--- src/design/pct_pkg.sv ---
// pct_pkg: shared widths, constants, codes and helper functions for the
// timed PID controller. No dependencies; used by every design file.
`default_nettype none

package pct_pkg;

  // field and datapath widths
  localparam int unsigned DATA_W    = 32;
  localparam int unsigned MUL_A_W   = 64;
  localparam int unsigned MUL_B_W   = 32;
  localparam int unsigned PROD_W    = MUL_A_W + MUL_B_W;
  localparam int unsigned RND_SHIFT = 15;
  localparam int unsigned NUM_W     = PROD_W - RND_SHIFT;
  localparam int unsigned QUO_W     = 35;
  localparam int unsigned MAG_W     = 49;
  localparam int unsigned SUM_W     = 37;
  localparam int unsigned MUL_CNT_W = $clog2(MUL_B_W + 1);
  localparam int unsigned DIV_CNT_W = $clog2(QUO_W + 1);

  // constants
  localparam logic [DATA_W-1:0] USEC_PER_SEC = 32'd1000000;
  localparam logic [DATA_W-1:0] POS_MAX      = 32'h7fff_ffff;
  localparam logic [DATA_W-1:0] NEG_MAX      = 32'h8000_0000;

  // command codes carried on in_tuser
  localparam logic CMD_UPDATE = 1'b0;
  localparam logic CMD_RESET  = 1'b1;

  // configuration register indexes
  localparam int unsigned REG_IDX_W = 3;
  localparam logic [REG_IDX_W-1:0] REG_TARGET     = 3'd0;
  localparam logic [REG_IDX_W-1:0] REG_GAIN_P     = 3'd1;
  localparam logic [REG_IDX_W-1:0] REG_GAIN_I     = 3'd2;
  localparam logic [REG_IDX_W-1:0] REG_GAIN_D     = 3'd3;
  localparam logic [REG_IDX_W-1:0] REG_CLAMP_LOW  = 3'd4;
  localparam logic [REG_IDX_W-1:0] REG_CLAMP_HIGH = 3'd5;

  // status of an iterative arithmetic unit
  typedef struct packed {
    logic busy;
    logic done;
  } pct_sts_t;

  // magnitude of a 32-bit signed value (the most negative value gives 2^31)
  function automatic logic [DATA_W-1:0] mag32(input logic [DATA_W-1:0] x);
    logic [DATA_W-1:0] neg;
    neg = -x;
    return x[DATA_W-1] ? neg : x;
  endfunction

  // magnitude of a 33-bit signed difference, always below 2^32
  function automatic logic [DATA_W-1:0] mag33(input logic [DATA_W:0] x);
    logic [DATA_W:0] neg;
    neg = -x;
    return x[DATA_W] ? neg[DATA_W-1:0] : x[DATA_W-1:0];
  endfunction

  // apply a sign to a magnitude and saturate to 32 bits
  function automatic logic [DATA_W-1:0] sat_mag(input logic neg,
                                                input logic [MAG_W-1:0] mag);
    logic [DATA_W-1:0] res;
    if (!neg) begin
      if (mag > MAG_W'(POS_MAX)) res = POS_MAX;
      else res = mag[DATA_W-1:0];
    end else begin
      if (mag > MAG_W'(NEG_MAX)) res = NEG_MAX;
      else res = -mag[DATA_W-1:0];
    end
    return res;
  endfunction

  // limit rule: below low gives low, otherwise above high gives high
  function automatic logic [DATA_W-1:0] clamp_lim(input logic signed [SUM_W-1:0] v,
                                                  input logic signed [DATA_W-1:0] lo,
                                                  input logic signed [DATA_W-1:0] hi);
    logic signed [SUM_W-1:0] lo_x;
    logic signed [SUM_W-1:0] hi_x;
    logic [DATA_W-1:0] res;
    lo_x = SUM_W'(lo);
    hi_x = SUM_W'(hi);
    priority if (v < lo_x) res = lo;
    else if (v > hi_x) res = hi;
    else res = v[DATA_W-1:0];
    return res;
  endfunction

endpackage

`default_nettype wire

--- src/design/pct_mul.sv ---
// pct_mul: shift-add multiplier, one bit of the second operand per cycle.
// Depends on pct_pkg for widths and the unit status struct.
`default_nettype none

module pct_mul (
  input  wire logic                          clk,
  input  wire logic                          rst_n,
  input  wire logic                          go,
  input  wire logic [pct_pkg::MUL_A_W-1:0]   mul_a,
  input  wire logic [pct_pkg::MUL_B_W-1:0]   mul_b,
  output logic      [pct_pkg::PROD_W-1:0]    prod,
  output pct_pkg::pct_sts_t                  sts
);

  logic [pct_pkg::MUL_A_W-1:0]   a_r, a_nxt;
  logic [pct_pkg::PROD_W-1:0]    acc_r, acc_nxt;
  logic [pct_pkg::MUL_CNT_W-1:0] cnt_r, cnt_nxt;
  logic                          busy_r, busy_nxt;
  logic                          done_r, done_nxt;
  logic [pct_pkg::MUL_A_W:0]     sum_w;

  // conditional add into the upper half, then shift right one bit
  assign sum_w = {1'b0, acc_r[pct_pkg::PROD_W-1:pct_pkg::MUL_B_W]} +
                 (acc_r[0] ? {1'b0, a_r} : '0);

  always_comb begin
    a_nxt    = a_r;
    acc_nxt  = acc_r;
    cnt_nxt  = cnt_r;
    busy_nxt = busy_r;
    done_nxt = 1'b0;
    priority if (go) begin
      a_nxt    = mul_a;
      acc_nxt  = {{pct_pkg::MUL_A_W{1'b0}}, mul_b};
      cnt_nxt  = pct_pkg::MUL_CNT_W'(pct_pkg::MUL_B_W);
      busy_nxt = 1'b1;
    end else if (busy_r) begin
      acc_nxt = {sum_w, acc_r[pct_pkg::MUL_B_W-1:1]};
      cnt_nxt = cnt_r - pct_pkg::MUL_CNT_W'(1);
      if (cnt_r == pct_pkg::MUL_CNT_W'(1)) begin
        busy_nxt = 1'b0;
        done_nxt = 1'b1;
      end
    end
  end

  always_ff @(posedge clk) begin
    if (!rst_n) begin
      cnt_r  <= '0;
      busy_r <= 1'b0;
      done_r <= 1'b0;
    end else begin
      cnt_r  <= cnt_nxt;
      busy_r <= busy_nxt;
      done_r <= done_nxt;
    end
    a_r   <= a_nxt;
    acc_r <= acc_nxt;
  end

  assign prod     = acc_r;
  assign sts.busy = busy_r;
  assign sts.done = done_r;

endmodule

`default_nettype wire

--- src/design/pct_div.sv ---
// pct_div: restoring divider, one quotient bit per cycle, saturating quotient.
// Depends on pct_pkg for widths and the unit status struct.
`default_nettype none

module pct_div (
  input  wire logic                          clk,
  input  wire logic                          rst_n,
  input  wire logic                          go,
  input  wire logic [pct_pkg::NUM_W-1:0]     num,
  input  wire logic [pct_pkg::DATA_W-1:0]    den,
  output logic      [pct_pkg::QUO_W-1:0]     quo,
  output pct_pkg::pct_sts_t                  sts
);

  localparam int unsigned HI_W = pct_pkg::NUM_W - pct_pkg::QUO_W;

  logic [pct_pkg::DATA_W-1:0]    rem_r, rem_nxt;
  logic [pct_pkg::DATA_W-1:0]    den_r, den_nxt;
  logic [pct_pkg::QUO_W-1:0]     q_r, q_nxt;
  logic                          ovf_r, ovf_nxt;
  logic [pct_pkg::DIV_CNT_W-1:0] cnt_r, cnt_nxt;
  logic                          busy_r, busy_nxt;
  logic                          done_r, done_nxt;
  logic [pct_pkg::DATA_W:0]      trial_w;
  logic [pct_pkg::DATA_W:0]      diff_w;
  logic                          ge_w;

  // trial subtract of the divisor from the shifted partial remainder
  assign trial_w = {rem_r, q_r[pct_pkg::QUO_W-1]};
  assign diff_w  = trial_w - {1'b0, den_r};
  assign ge_w    = (trial_w >= {1'b0, den_r});

  always_comb begin
    rem_nxt  = rem_r;
    den_nxt  = den_r;
    q_nxt    = q_r;
    ovf_nxt  = ovf_r;
    cnt_nxt  = cnt_r;
    busy_nxt = busy_r;
    done_nxt = 1'b0;
    priority if (go) begin
      // quotient too wide for the register, or divisor zero: saturate
      ovf_nxt  = (num[pct_pkg::NUM_W-1:pct_pkg::QUO_W] >= HI_W'(den));
      rem_nxt  = num[pct_pkg::QUO_W+pct_pkg::DATA_W-1:pct_pkg::QUO_W];
      q_nxt    = num[pct_pkg::QUO_W-1:0];
      den_nxt  = den;
      cnt_nxt  = pct_pkg::DIV_CNT_W'(pct_pkg::QUO_W);
      busy_nxt = 1'b1;
    end else if (busy_r) begin
      rem_nxt = ge_w ? diff_w[pct_pkg::DATA_W-1:0] : trial_w[pct_pkg::DATA_W-1:0];
      q_nxt   = {q_r[pct_pkg::QUO_W-2:0], ge_w};
      cnt_nxt = cnt_r - pct_pkg::DIV_CNT_W'(1);
      if (cnt_r == pct_pkg::DIV_CNT_W'(1)) begin
        busy_nxt = 1'b0;
        done_nxt = 1'b1;
      end
    end
  end

  always_ff @(posedge clk) begin
    if (!rst_n) begin
      cnt_r  <= '0;
      busy_r <= 1'b0;
      done_r <= 1'b0;
    end else begin
      cnt_r  <= cnt_nxt;
      busy_r <= busy_nxt;
      done_r <= done_nxt;
    end
    rem_r <= rem_nxt;
    den_r <= den_nxt;
    q_r   <= q_nxt;
    ovf_r <= ovf_nxt;
  end

  assign quo      = ovf_r ? '1 : q_r;
  assign sts.busy = busy_r;
  assign sts.done = done_r;

endmodule

`default_nettype wire

--- src/design/pid_controller_timed.sv ---
// pid_controller_timed: timed PID controller top level, sequencer and state.
// Depends on pct_pkg, pct_mul and pct_div.
//
// channel   dir  handshake            payload
// in_*      in   in_tvalid/in_tready  tdata {timestamp, measurement}, tuser cmd
// out_*     out  out_tvalid/out_tready tdata {d_term, i_term, p_term, drive}
// cfg_*     in   cfg_we               cfg_index, cfg_data
//
// An update item runs five passes of the shift-add multiplier and up to two
// passes of the restoring divider, one after another, between acceptance and
// its result in the output register; the second divide is skipped when dt is 0.
// Items are processed one at a time.
// The output register holds a result while the next item is accepted.
// Reset is synchronous and active low; it clears controller state and opens the limits to the full range.
`default_nettype none

module pid_controller_timed (
  input  wire logic         clk,
  input  wire logic         rst_n,
  // input items
  input  wire logic         in_tvalid,
  output logic              in_tready,
  input  wire logic [63:0]  in_tdata,   // [31:0] measurement, [63:32] timestamp
  input  wire logic         in_tuser,   // [0] cmd
  // result items
  output logic              out_tvalid,
  input  wire logic         out_tready,
  output logic      [127:0] out_tdata,  // [31:0] drive, [63:32] p_term,
                                        // [95:64] i_term, [127:96] d_term
  // configuration writes
  input  wire logic         cfg_we,
  input  wire logic [2:0]   cfg_index,
  input  wire logic [31:0]  cfg_data
);

  typedef enum logic [3:0] {
    S_IDLE,
    S_PREP,
    S_MUL_P,
    S_MUL_I1,
    S_MUL_I2,
    S_DIV_I,
    S_MUL_D1,
    S_MUL_D2,
    S_DIV_D,
    S_INTEG,
    S_DRIVE,
    S_OUT
  } state_t;

  localparam int unsigned DW = pct_pkg::DATA_W;
  localparam int unsigned QW = pct_pkg::QUO_W;

  // configuration registers
  logic signed [DW-1:0] tgt_r, kp_r, ki_r, kd_r, clo_r, chi_r;

  // sequencer and datapath registers
  state_t               state_r, state_nxt;
  logic                 go_r, go_nxt;
  logic                 cmd_r, cmd_nxt;
  logic signed [DW-1:0] meas_r, meas_nxt;
  logic [DW-1:0]        ts_r, ts_nxt;
  logic signed [DW-1:0] prev_meas_r, prev_meas_nxt;
  logic signed [DW-1:0] integ_r, integ_nxt;
  logic [DW-1:0]        prev_time_r, prev_time_nxt;
  logic                 err_neg_r, err_neg_nxt;
  logic [DW-1:0]        err_mag_r, err_mag_nxt;
  logic                 dm_neg_r, dm_neg_nxt;
  logic [DW-1:0]        dm_mag_r, dm_mag_nxt;
  logic [DW-1:0]        dt_r, dt_nxt;
  logic signed [DW-1:0] p_r, p_nxt;
  logic signed [DW-1:0] d_r, d_nxt;
  logic signed [QW:0]   step_r, step_nxt;
  logic signed [DW-1:0] drive_r, drive_nxt;
  logic                 out_valid_r, out_valid_nxt;
  logic [127:0]         out_data_r, out_data_nxt;

  // arithmetic unit connections
  logic [pct_pkg::MUL_A_W-1:0] mul_a;
  logic [pct_pkg::MUL_B_W-1:0] mul_b;
  logic [pct_pkg::PROD_W-1:0]  mul_prod;
  pct_pkg::pct_sts_t           mul_sts;
  logic                        mul_go;
  logic [DW-1:0]               div_den;
  logic [QW-1:0]               div_quo;
  pct_pkg::pct_sts_t           div_sts;
  logic                        div_go;

  // combinational helpers
  logic [DW:0]                  err_w;
  logic [DW:0]                  dm_w;
  logic [pct_pkg::MAG_W:0]      p_inc_w;
  logic [QW:0]                  q_inc_w;
  logic [QW-1:0]                q_mag_w;
  logic signed [pct_pkg::SUM_W-1:0] integ_sum_w;
  logic signed [pct_pkg::SUM_W-1:0] drive_sum_w;

  // configuration write port
  always_ff @(posedge clk) begin
    if (!rst_n) begin
      tgt_r <= '0;
      kp_r  <= '0;
      ki_r  <= '0;
      kd_r  <= '0;
      clo_r <= pct_pkg::NEG_MAX;
      chi_r <= pct_pkg::POS_MAX;
    end else if (cfg_we) begin
      unique case (cfg_index)
        pct_pkg::REG_TARGET:     tgt_r <= cfg_data;
        pct_pkg::REG_GAIN_P:     kp_r  <= cfg_data;
        pct_pkg::REG_GAIN_I:     ki_r  <= cfg_data;
        pct_pkg::REG_GAIN_D:     kd_r  <= cfg_data;
        pct_pkg::REG_CLAMP_LOW:  clo_r <= cfg_data;
        pct_pkg::REG_CLAMP_HIGH: chi_r <= cfg_data;
        default: ;
      endcase
    end
  end

  // error, measurement change, rounding and sums
  assign err_w   = {tgt_r[DW-1], tgt_r} - {meas_r[DW-1], meas_r};
  assign dm_w    = {meas_r[DW-1], meas_r} - {prev_meas_r[DW-1], prev_meas_r};
  // round half up on the magnitude: (floor(x / 2^15) + 1) / 2
  assign p_inc_w = {1'b0, mul_prod[pct_pkg::MAG_W+pct_pkg::RND_SHIFT-1:pct_pkg::RND_SHIFT]}
                   + (pct_pkg::MAG_W+1)'(1);
  assign q_inc_w = {1'b0, div_quo} + (QW+1)'(1);
  assign q_mag_w = q_inc_w[QW:1];
  assign integ_sum_w = pct_pkg::SUM_W'(integ_r) + pct_pkg::SUM_W'(step_r);
  assign drive_sum_w = pct_pkg::SUM_W'(p_r) + pct_pkg::SUM_W'(integ_r) +
                       pct_pkg::SUM_W'(d_r);

  // operand selection for the shared units
  always_comb begin
    mul_a = '0;
    mul_b = '0;
    unique case (state_r)
      S_MUL_P: begin
        mul_a = pct_pkg::MUL_A_W'(err_mag_r);
        mul_b = pct_pkg::mag32(kp_r);
      end
      S_MUL_I1: begin
        mul_a = pct_pkg::MUL_A_W'(err_mag_r);
        mul_b = pct_pkg::mag32(ki_r);
      end
      S_MUL_I2: begin
        mul_a = mul_prod[pct_pkg::MUL_A_W-1:0];
        mul_b = dt_r;
      end
      S_MUL_D1: begin
        mul_a = pct_pkg::MUL_A_W'(dm_mag_r);
        mul_b = pct_pkg::mag32(kd_r);
      end
      S_MUL_D2: begin
        mul_a = mul_prod[pct_pkg::MUL_A_W-1:0];
        mul_b = pct_pkg::USEC_PER_SEC;
      end
      default: ;
    endcase
  end

  assign mul_go  = go_r && (state_r == S_MUL_P || state_r == S_MUL_I1 ||
                            state_r == S_MUL_I2 || state_r == S_MUL_D1 ||
                            state_r == S_MUL_D2);
  assign div_go  = go_r && (state_r == S_DIV_I || state_r == S_DIV_D);
  assign div_den = (state_r == S_DIV_D) ? dt_r : pct_pkg::USEC_PER_SEC;

  pct_mul u_mul (
    .clk   (clk),
    .rst_n (rst_n),
    .go    (mul_go),
    .mul_a (mul_a),
    .mul_b (mul_b),
    .prod  (mul_prod),
    .sts   (mul_sts)
  );

  pct_div u_div (
    .clk   (clk),
    .rst_n (rst_n),
    .go    (div_go),
    .num   (mul_prod[pct_pkg::PROD_W-1:pct_pkg::RND_SHIFT]),
    .den   (div_den),
    .quo   (div_quo),
    .sts   (div_sts)
  );

  // sequencer next state
  always_comb begin
    state_nxt     = state_r;
    go_nxt        = 1'b0;
    cmd_nxt       = cmd_r;
    meas_nxt      = meas_r;
    ts_nxt        = ts_r;
    prev_meas_nxt = prev_meas_r;
    integ_nxt     = integ_r;
    prev_time_nxt = prev_time_r;
    err_neg_nxt   = err_neg_r;
    err_mag_nxt   = err_mag_r;
    dm_neg_nxt    = dm_neg_r;
    dm_mag_nxt    = dm_mag_r;
    dt_nxt        = dt_r;
    p_nxt         = p_r;
    d_nxt         = d_r;
    step_nxt      = step_r;
    drive_nxt     = drive_r;
    out_data_nxt  = out_data_r;
    out_valid_nxt = out_valid_r && !out_tready;

    unique case (state_r)
      S_IDLE: begin
        if (in_tvalid) begin
          cmd_nxt   = in_tuser;
          meas_nxt  = in_tdata[31:0];
          ts_nxt    = in_tdata[63:32];
          state_nxt = S_PREP;
        end
      end
      S_PREP: begin
        if (cmd_r == pct_pkg::CMD_RESET) begin
          prev_meas_nxt = '0;
          integ_nxt     = '0;
          prev_time_nxt = ts_r;
          p_nxt         = '0;
          d_nxt         = '0;
          drive_nxt     = '0;
          state_nxt     = S_OUT;
        end else begin
          err_neg_nxt   = err_w[DW];
          err_mag_nxt   = pct_pkg::mag33(err_w);
          dm_neg_nxt    = dm_w[DW];
          dm_mag_nxt    = pct_pkg::mag33(dm_w);
          dt_nxt        = ts_r - prev_time_r;
          prev_time_nxt = ts_r;
          prev_meas_nxt = meas_r;
          state_nxt     = S_MUL_P;
          go_nxt        = 1'b1;
        end
      end
      S_MUL_P: begin
        if (mul_sts.done) begin
          p_nxt     = pct_pkg::sat_mag(err_neg_r ^ kp_r[DW-1],
                                       p_inc_w[pct_pkg::MAG_W:1]);
          state_nxt = S_MUL_I1;
          go_nxt    = 1'b1;
        end
      end
      S_MUL_I1: begin
        if (mul_sts.done) begin
          state_nxt = S_MUL_I2;
          go_nxt    = 1'b1;
        end
      end
      S_MUL_I2: begin
        if (mul_sts.done) begin
          state_nxt = S_DIV_I;
          go_nxt    = 1'b1;
        end
      end
      S_DIV_I: begin
        // integral step, saturated well beyond the 32-bit limits
        if (div_sts.done) begin
          step_nxt  = (err_neg_r ^ ki_r[DW-1]) ? -{1'b0, q_mag_w} : {1'b0, q_mag_w};
          state_nxt = S_MUL_D1;
          go_nxt    = 1'b1;
        end
      end
      S_MUL_D1: begin
        if (mul_sts.done) begin
          state_nxt = S_MUL_D2;
          go_nxt    = 1'b1;
        end
      end
      S_MUL_D2: begin
        if (mul_sts.done) begin
          if (dt_r == '0) begin
            d_nxt     = '0;
            state_nxt = S_INTEG;
          end else begin
            state_nxt = S_DIV_D;
            go_nxt    = 1'b1;
          end
        end
      end
      S_DIV_D: begin
        // derivative acts against the measurement change
        if (div_sts.done) begin
          d_nxt     = pct_pkg::sat_mag(~(dm_neg_r ^ kd_r[DW-1]),
                                       pct_pkg::MAG_W'(q_mag_w));
          state_nxt = S_INTEG;
        end
      end
      S_INTEG: begin
        integ_nxt = pct_pkg::clamp_lim(integ_sum_w, clo_r, chi_r);
        state_nxt = S_DRIVE;
      end
      S_DRIVE: begin
        drive_nxt = pct_pkg::clamp_lim(drive_sum_w, clo_r, chi_r);
        state_nxt = S_OUT;
      end
      S_OUT: begin
        if (!out_valid_r || out_tready) begin
          out_data_nxt  = {d_r, integ_r, p_r, drive_r};
          out_valid_nxt = 1'b1;
          state_nxt     = S_IDLE;
        end
      end
      default: state_nxt = S_IDLE;
    endcase
  end

  // sequencer state, controller state and output register
  always_ff @(posedge clk) begin
    if (!rst_n) begin
      state_r     <= S_IDLE;
      go_r        <= 1'b0;
      out_valid_r <= 1'b0;
      prev_meas_r <= '0;
      integ_r     <= '0;
      prev_time_r <= '0;
    end else begin
      state_r     <= state_nxt;
      go_r        <= go_nxt;
      out_valid_r <= out_valid_nxt;
      prev_meas_r <= prev_meas_nxt;
      integ_r     <= integ_nxt;
      prev_time_r <= prev_time_nxt;
    end
    cmd_r      <= cmd_nxt;
    meas_r     <= meas_nxt;
    ts_r       <= ts_nxt;
    err_neg_r  <= err_neg_nxt;
    err_mag_r  <= err_mag_nxt;
    dm_neg_r   <= dm_neg_nxt;
    dm_mag_r   <= dm_mag_nxt;
    dt_r       <= dt_nxt;
    p_r        <= p_nxt;
    d_r        <= d_nxt;
    step_r     <= step_nxt;
    drive_r    <= drive_nxt;
    out_data_r <= out_data_nxt;
  end

  assign in_tready  = (state_r == S_IDLE);
  assign out_tvalid = out_valid_r;
  assign out_tdata  = out_data_r;

  // integral lands inside ordered limits once updated
  a_integ_in_range: assert property (@(posedge clk) disable iff (!rst_n)
    (state_r == S_DRIVE && $past(clo_r) <= $past(chi_r)) |->
      (integ_r >= $past(clo_r) && integ_r <= $past(chi_r)))
    else $error("integral outside clamp range");

  // derivative term is zero when no time has passed
  a_d_zero_dt: assert property (@(posedge clk) disable iff (!rst_n)
    (state_r == S_INTEG && dt_r == '0) |-> (d_r == '0))
    else $error("derivative term nonzero with zero dt");

  // multiplier finishes only while the sequencer waits on it
  a_mul_done_state: assert property (@(posedge clk) disable iff (!rst_n)
    mul_sts.done |-> (state_r == S_MUL_P || state_r == S_MUL_I1 ||
                      state_r == S_MUL_I2 || state_r == S_MUL_D1 ||
                      state_r == S_MUL_D2))
    else $error("multiplier done outside a multiply step");

  // no unit is restarted while it still iterates
  a_no_restart: assert property (@(posedge clk) disable iff (!rst_n)
    (!mul_go || !mul_sts.busy) && (!div_go || !div_sts.busy))
    else $error("arithmetic unit started while busy");

endmodule

`default_nettype wire

--- config.mk ---
export PLATFORM = sky130hd
export DESIGN_NAME = pid_controller_timed
export DESIGN_NICKNAME = d
export VERILOG_FILES = /design/src/design/pct_pkg.sv /design/src/design/pct_mul.sv /design/src/design/pct_div.sv /design/src/design/pid_controller_timed.sv
export SDC_FILE = /design/constraint.sdc
export NUM_CORES = 2
export LEC_CHECK = 0
export BUFFER_PORTS_ARGS = -buffer_cell sky130_fd_sc_hd__buf_2
export CAP_MARGIN = 20
export CORE_MARGIN = 5
export CORE_UTILIZATION = 65
export DETAILED_ROUTE_END_ITERATION = 12
export PLACE_DENSITY = 0.89
export SLEW_MARGIN = 10
export SYNTH_ARGS = -nofsm -noshare
export SYNTH_HDL_FRONTEND = slang
export SYNTH_SLANG_ARGS = --single-unit
export TNS_END_PERCENT = 100
--- constraint.sdc ---
create_clock -name clk -period 17.8 [get_ports clk]
set_input_delay 0.89 -clock clk [delete_from_list [all_inputs] [get_ports clk]]
set_output_delay 0.89 -clock clk [all_outputs]
set_load 0.03 [all_outputs]
[Word level (Yosys, flattened, before mapping)]
Cells that the tools add are included.
Word-level totals
  register bits: 993
  latch bits: 0
  memory bits (writable): 0
  ROM bits: 0
  input bits: 105
  output and inout bits: 130
  word-level logic and storage cells: 219
  memories: 0
Cells by class
  add/sub/neg operators: 20
  $mul: 0
  div/mod/pow operators: 0
  magnitude comparators: 10
  equality and inequality tests: 29
  shift-type cells: 0
  muxes and demuxes: 70
  bitwise gates (word level): 7
  reductions and logical operators: 42
Operators with widths (count)
  $mux W32: 27
  $neg A32 Y32: 7
  $pmux W32 S2: 3
  $pmux W64 S3: 1
  $pmux W32 S5: 1
  $mux W35: 4
  $pmux W32 S3: 1
  $sub A32 B32 Y33: 2
  $add A64 B64 Y65: 1
  $mux W64: 1
  $sub A32 B32 Y32: 2
  $add A49 B1 Y50 const B: 1
  $gt A49 B31 Y1 const B: 1
  $gt A49 B32 Y1 const B: 1
  $pmux W4 S12: 1
  $ge A46 B32 Y1: 1
  $mux W4: 10
  $add A32 B36 Y37: 1
  $gt A37 B32 Y1: 1
  $lt A37 B32 Y1: 1
  $add A35 B1 Y36 const B: 1
  $neg A35 Y36: 1
  $gt A35 B31 Y1 const B: 1
  $gt A35 B32 Y1 const B: 1
  36 further kinds: 106

[Logic depth before layout (Yosys ltp)]
  depth after elaboration: 7
  depth in mapped cells: 27
  depth with buffers taken out: 25

[Hierarchy]
A second synthesis with hierarchy kept.
Unflattened totals
  cell total of the unflattened synthesis: 7015
  area total of the unflattened synthesis: 65013.6 µm²
Modules (own cells, without submodules)
  pid_controller_timed: instances 1, cells each 5260, area each 47374.2 µm², seq. area each 18587.8 µm²
  pct_mul: instances 1, cells each 1008, area each 10042.1 µm², seq. area each 4324.1 µm²
  pct_div: instances 1, cells each 747, area each 7597.3 µm², seq. area each 3163.0 µm²

[Worst setup path after synthesis]
Ideal clock, no wire load.
  kind: register to register
  from: register state_r[0]
  to: register out_data_r[0] (netlist: out_tdata[0]), enable pin
  library setup time: 772 ps
  data arrival time: 9700 ps
  data required time: 17028 ps
  slack: 7328 ps
  stages on the path, launching flop included: 5
  buffers on the path: 2
  path through: dfxtp_1 clkbuf_1 buf_1 nand2_1 nor3_1
On the way
  word-level cells in the longest chain between the ends: 2
RTL lines
  start, declared: RTL line pid_controller_timed.sv:58  | state_t state_r, state_nxt;
  start signal, assigned: RTL line pid_controller_timed.sv:321  | state_r <= state_nxt;
  $eq A4 B4 Y1: RTL line pid_controller_timed.sv:209  | unique case (state_r)
  $reduce_and A2 Y1 (no line)
  end signal, assigned: RTL line pid_controller_timed.sv:340  | out_data_r <= out_data_nxt;
  end, declared: RTL line pid_controller_timed.sv:76  | logic [127:0] out_data_r, out_data_nxt;
No other way between the ends.
A chain may end at the register's enable or synchronous reset.

[Worst setup path in the final report]
  from: register integ_r[0]
  to: register integ_r[13]
On the way
  word-level cells in the longest chain between the ends: 5
RTL lines
  start, declared: RTL line pid_controller_timed.sv:64  | logic signed [DW-1:0] integ_r, integ_nxt;
  start signal, assigned: RTL line pid_controller_timed.sv:325  | integ_r <= integ_nxt;
  $add A32 B36 Y37 *: RTL line pid_controller_timed.sv:128  | assign integ_sum_w = pct_pkg::SUM_W'(integ_r) + pct_pkg::SUM_W'(step_r);
  $gt A37 B32 Y1: RTL line pct_pkg.sv:82  | else if (v > hi_x) res = hi;
  $mux W32: RTL line pct_pkg.sv:82
  $mux W32 *: RTL line pct_pkg.sv:81  | priority if (v < lo_x) res = lo;
  $pmux W32 S2 *: RTL line pid_controller_timed.sv:209
Mark *: on every way between the ends. The rest lies on a longest branch, timed or not.

==> metrics.log <==
INFO  metric grt_first_pass_wirelength = 320 mm
INFO  metric final_setup_tns = 0 ps
INFO  metric core.rowCount = 115
INFO  metric async_reset_ff_share = 0%
INFO  metric worstPathRequired = 18340 ps
INFO  metric synth_area_in_compound_gates = 19.0%
INFO  metric worst-path-max-fanout = 38
INFO  metric cts-buffers-inserted = 104
INFO  metric grt_setup_unrepaired = no
INFO  metric regToRegStartpoint = integ_r[0]
INFO  metric area_growth_from_synthesis_to_final_layout = 8.91%
INFO  metric global_route.usage.met3 = 7.21%
INFO  metric groute.usage.overall = 39.1%
INFO  metric synth.most_common_cell = nand2_1
INFO  metric synthesis.instances = 7108
INFO  metric io_pins = 235
INFO  metric min_from = in_tdata[23]
INFO  metric clock-skew-final = 33.0 ps
INFO  metric yosys_register_bits = 993
INFO  metric r2r_cells = 25
INFO  metric met2_usage = 63.4%
INFO  metric routabilityCongestion = 1.03
INFO  metric clkSlewWorstSetupHoldPaths = 60 ps
INFO  metric drc_errors = 2
INFO  metric core_area = 98300 um^2
INFO  metric power_per_cell_area = 152 nW/um^2
INFO  metric wire_per_inst = 25.3 um
INFO  metric first_global_vias = 53100
INFO  metric type_of_element_launching_the_critical_path = register
INFO  metric hold_viol_final = 0
INFO  metric cts.path.max_buffers = 3
INFO  metric post_synth_instance_area = 64400 um^2
INFO  metric floorplan.initialDensity = 65.5%
INFO  metric worst_voltage_drop_across_the_vdd_grid = 0.000212 V
INFO  metric cts.htree.levels = 3
INFO  metric worstSetupStartpoint = integ_r[0]
INFO  metric drt_first_iter_violations = 7209
INFO  metric tightestPinTransition = 1190 ps
INFO  metric dp.final_hpwl = 162 mm
INFO  metric grt.busiest_layer = met2
INFO  metric detailedRoute.firstPassIterationCount = 12
INFO  metric syn_avg_cell_area = 9.05 um^2
INFO  metric outcome = complete, but fails checks
INFO  metric synth.largest_area_cell = edfxtp_1
INFO  metric slew_headroom = 20.0%
INFO  metric global_route.overflow_total = 0
INFO  metric yosys_warnings = 0
INFO  metric post_cts.resized_instances = 0
INFO  metric fin_ws = 10470 ps
INFO  metric synth.top_cell.area_share = 28.9%
INFO  metric muxShareOfSynthArea = 1.69%
INFO  metric period_needed = 7330 ps
INFO  metric initial_antenna_violation_count = 7
INFO  metric cts.repair_timing.setup_buffer_count = 0
INFO  metric clk_latency = 720 ps
INFO  metric post-place-ws = 10760 ps
INFO  metric grt_start_max_net_pins = 170
INFO  metric timing.final.setup_violations = 0
INFO  metric synth_top_cells_by_area = edfxtp_1, dfxtp_1, ha_1
INFO  metric chipHeight = 325 um
INFO  metric holdPathStages = 1
INFO  metric cts_num_sinks = 993
INFO  metric post_synth_fa_ha_maj_area_fraction = 9.88%
INFO  metric main_combinational_cell_family_by_area_after_synthesis = compound AO/OA/AOI/OAI gates
INFO  metric achievable-frequency = 0.136 GHz
INFO  metric met1_usage = 46.2%
INFO  metric die-area = 105000 um^2
INFO  metric final_util = 71.3%
INFO  metric nets = 7750
INFO  metric fp.dieW = 325 um
INFO  metric yosys.area_share.xor_xnor = 6.42%
INFO  metric endpoint_kind = register
INFO  metric type_of_the_setup_path_with_the_least_slack = reg2reg
INFO  metric synth_sequential_area_ratio = 40.5%
INFO  metric cts-root-buf = clkbuf_16
INFO  metric synth.top_cells.by_count = nand2_1, edfxtp_1, a21oi_1
INFO  metric synthDistinctLibCells = 102
INFO  metric ant_nets = 0
INFO  metric synth_simple_gate_area_share = 18.2%
INFO  metric synth-main-ff-cell = edfxtp_1
INFO  metric worst_hold_path_type = in2reg
INFO  metric postRouteWirelength = 216 mm
INFO  metric synth_fp_nets = 7698
INFO  metric worstPathArrival = 7870 ps
INFO  metric drv_slew = 0
INFO  metric viasPerCell = 6.62
INFO  metric timing.final.crit_share = 41.2%
INFO  metric violations = DRC
INFO  metric post_route_cells_drive_above_1_share = 8.27%
INFO  metric io_buf_count = 234
INFO  metric total_leakage_power = 0.0280 uW
INFO  metric clock_tree_from_tritoncts = done
INFO  metric fin_hold_ws = 356 ps
INFO  metric drv_cap = 0
INFO  metric route.vias.total = 56600
INFO  metric synth-edff-count = 619
INFO  metric cts.hold.buffers_added = 0
[layer usage]
metal | share of wire [%] | vias up
met4 | 9.6 | 4
met5 | 0.013 | -
met3 | 10 | 883
li1 | - | 25800
met1 | 35 | 26500
met2 | 45 | 3398
[cells by family after synthesis]
| kind of cell | count (synthesis) |
|---|---|
| flops | 993 |
| compound gates | 1853 |
| simple gates | 2487 |
| xor+xnor | 470 |
| mux | 105 |
| fa+ha+maj | 485 |
| buf+inv | 715 |
[metrics by stage]
stage | cells | power [uW] | instance area, um^2
2_1_floorplan | 7108 | 6690 | 64400
3_3_place_gp | 8337 | 8060 | 66400
6_report | 8542 | 10700 | 70100
3_5_place_dp | 8337 | 8170 | 66400
5_1_grt | 8539 | 11200 | 70100
4_1_cts | 8535 | 10500 | 70000
[state kept, by name, summed over array words and instances, names as in the netlist, 35 cells and up]
register,count
out_tdata,128
step_r,36
u_div.q_r,35
u_mul.a_r,64
u_mul.prod,96
[power by group]
group | switching [uW] | total [uW] | internal, uW
combinational | 3100 | 4830 | 1730
sequential | 518 | 3500 | 2980
clock | 973 | 2330 | 1350
[path summary, 6_finish.rpt]
| path | endpoint | slack (ps) |
|---|---|---|
| setup / recovery | integ_r[13] | 10470 |
| hold / removal | meas_r[23] | 360 |
| setup reg to reg | integ_r[13] | 10470 |
| hold reg to reg | out_tdata[30] | 420 |
[layout by cell type, fill, tap and decap left out, types with 182 or more instances in the layout]
master    netlist  routed
a21o_1        184     184
a21oi_1       463     462
ha_1          446     446
edfxtp_1      619     619
xor2_1        182     182
nor2_1        459     456
buf_2          26     233
nand2_1      1040    1039
inv_1         362     361
dfxtp_1       374     373
o21ai_0       315     315
xnor2_1       286     284
a21boi_0      215     215
[worst max-delay path, cell delays in order, from the launching register on]
cell and delay, ps:
dfxtp_1 410, ha_1 210, inv_1 60, fa_1 440
nor2b_1 140, o21ai_0 170, a21boi_0 290, o21ai_0 230
a21oi_1 410, o211ai_1 250, a21oi_1 610, a21boi_0 300
o221ai_1 240, a21oi_1 110, xnor2_1 170, ha_1 320
nand4_1 140, nor4_1 490, nand3_1 200, o21bai_1 240
and3_1 240, a211oi_4 210, buf_4 540, mux2_2 420
nand3_1 90, o311ai_0 160
[layout make-up]
type / instances / area (um^2)
multi-input combinational: 5400 / 35700
fill: 7296 / 28200
sequential: 993 / 26100
timing repair buffer: 298 / 1700
antenna: 3 / 7.51
clock buffer: 136 / 2850
tap: 1287 / 1610
inverter: 363 / 1370
clock inverter: 62 / 790
Power figures use the tool's default switching activity.
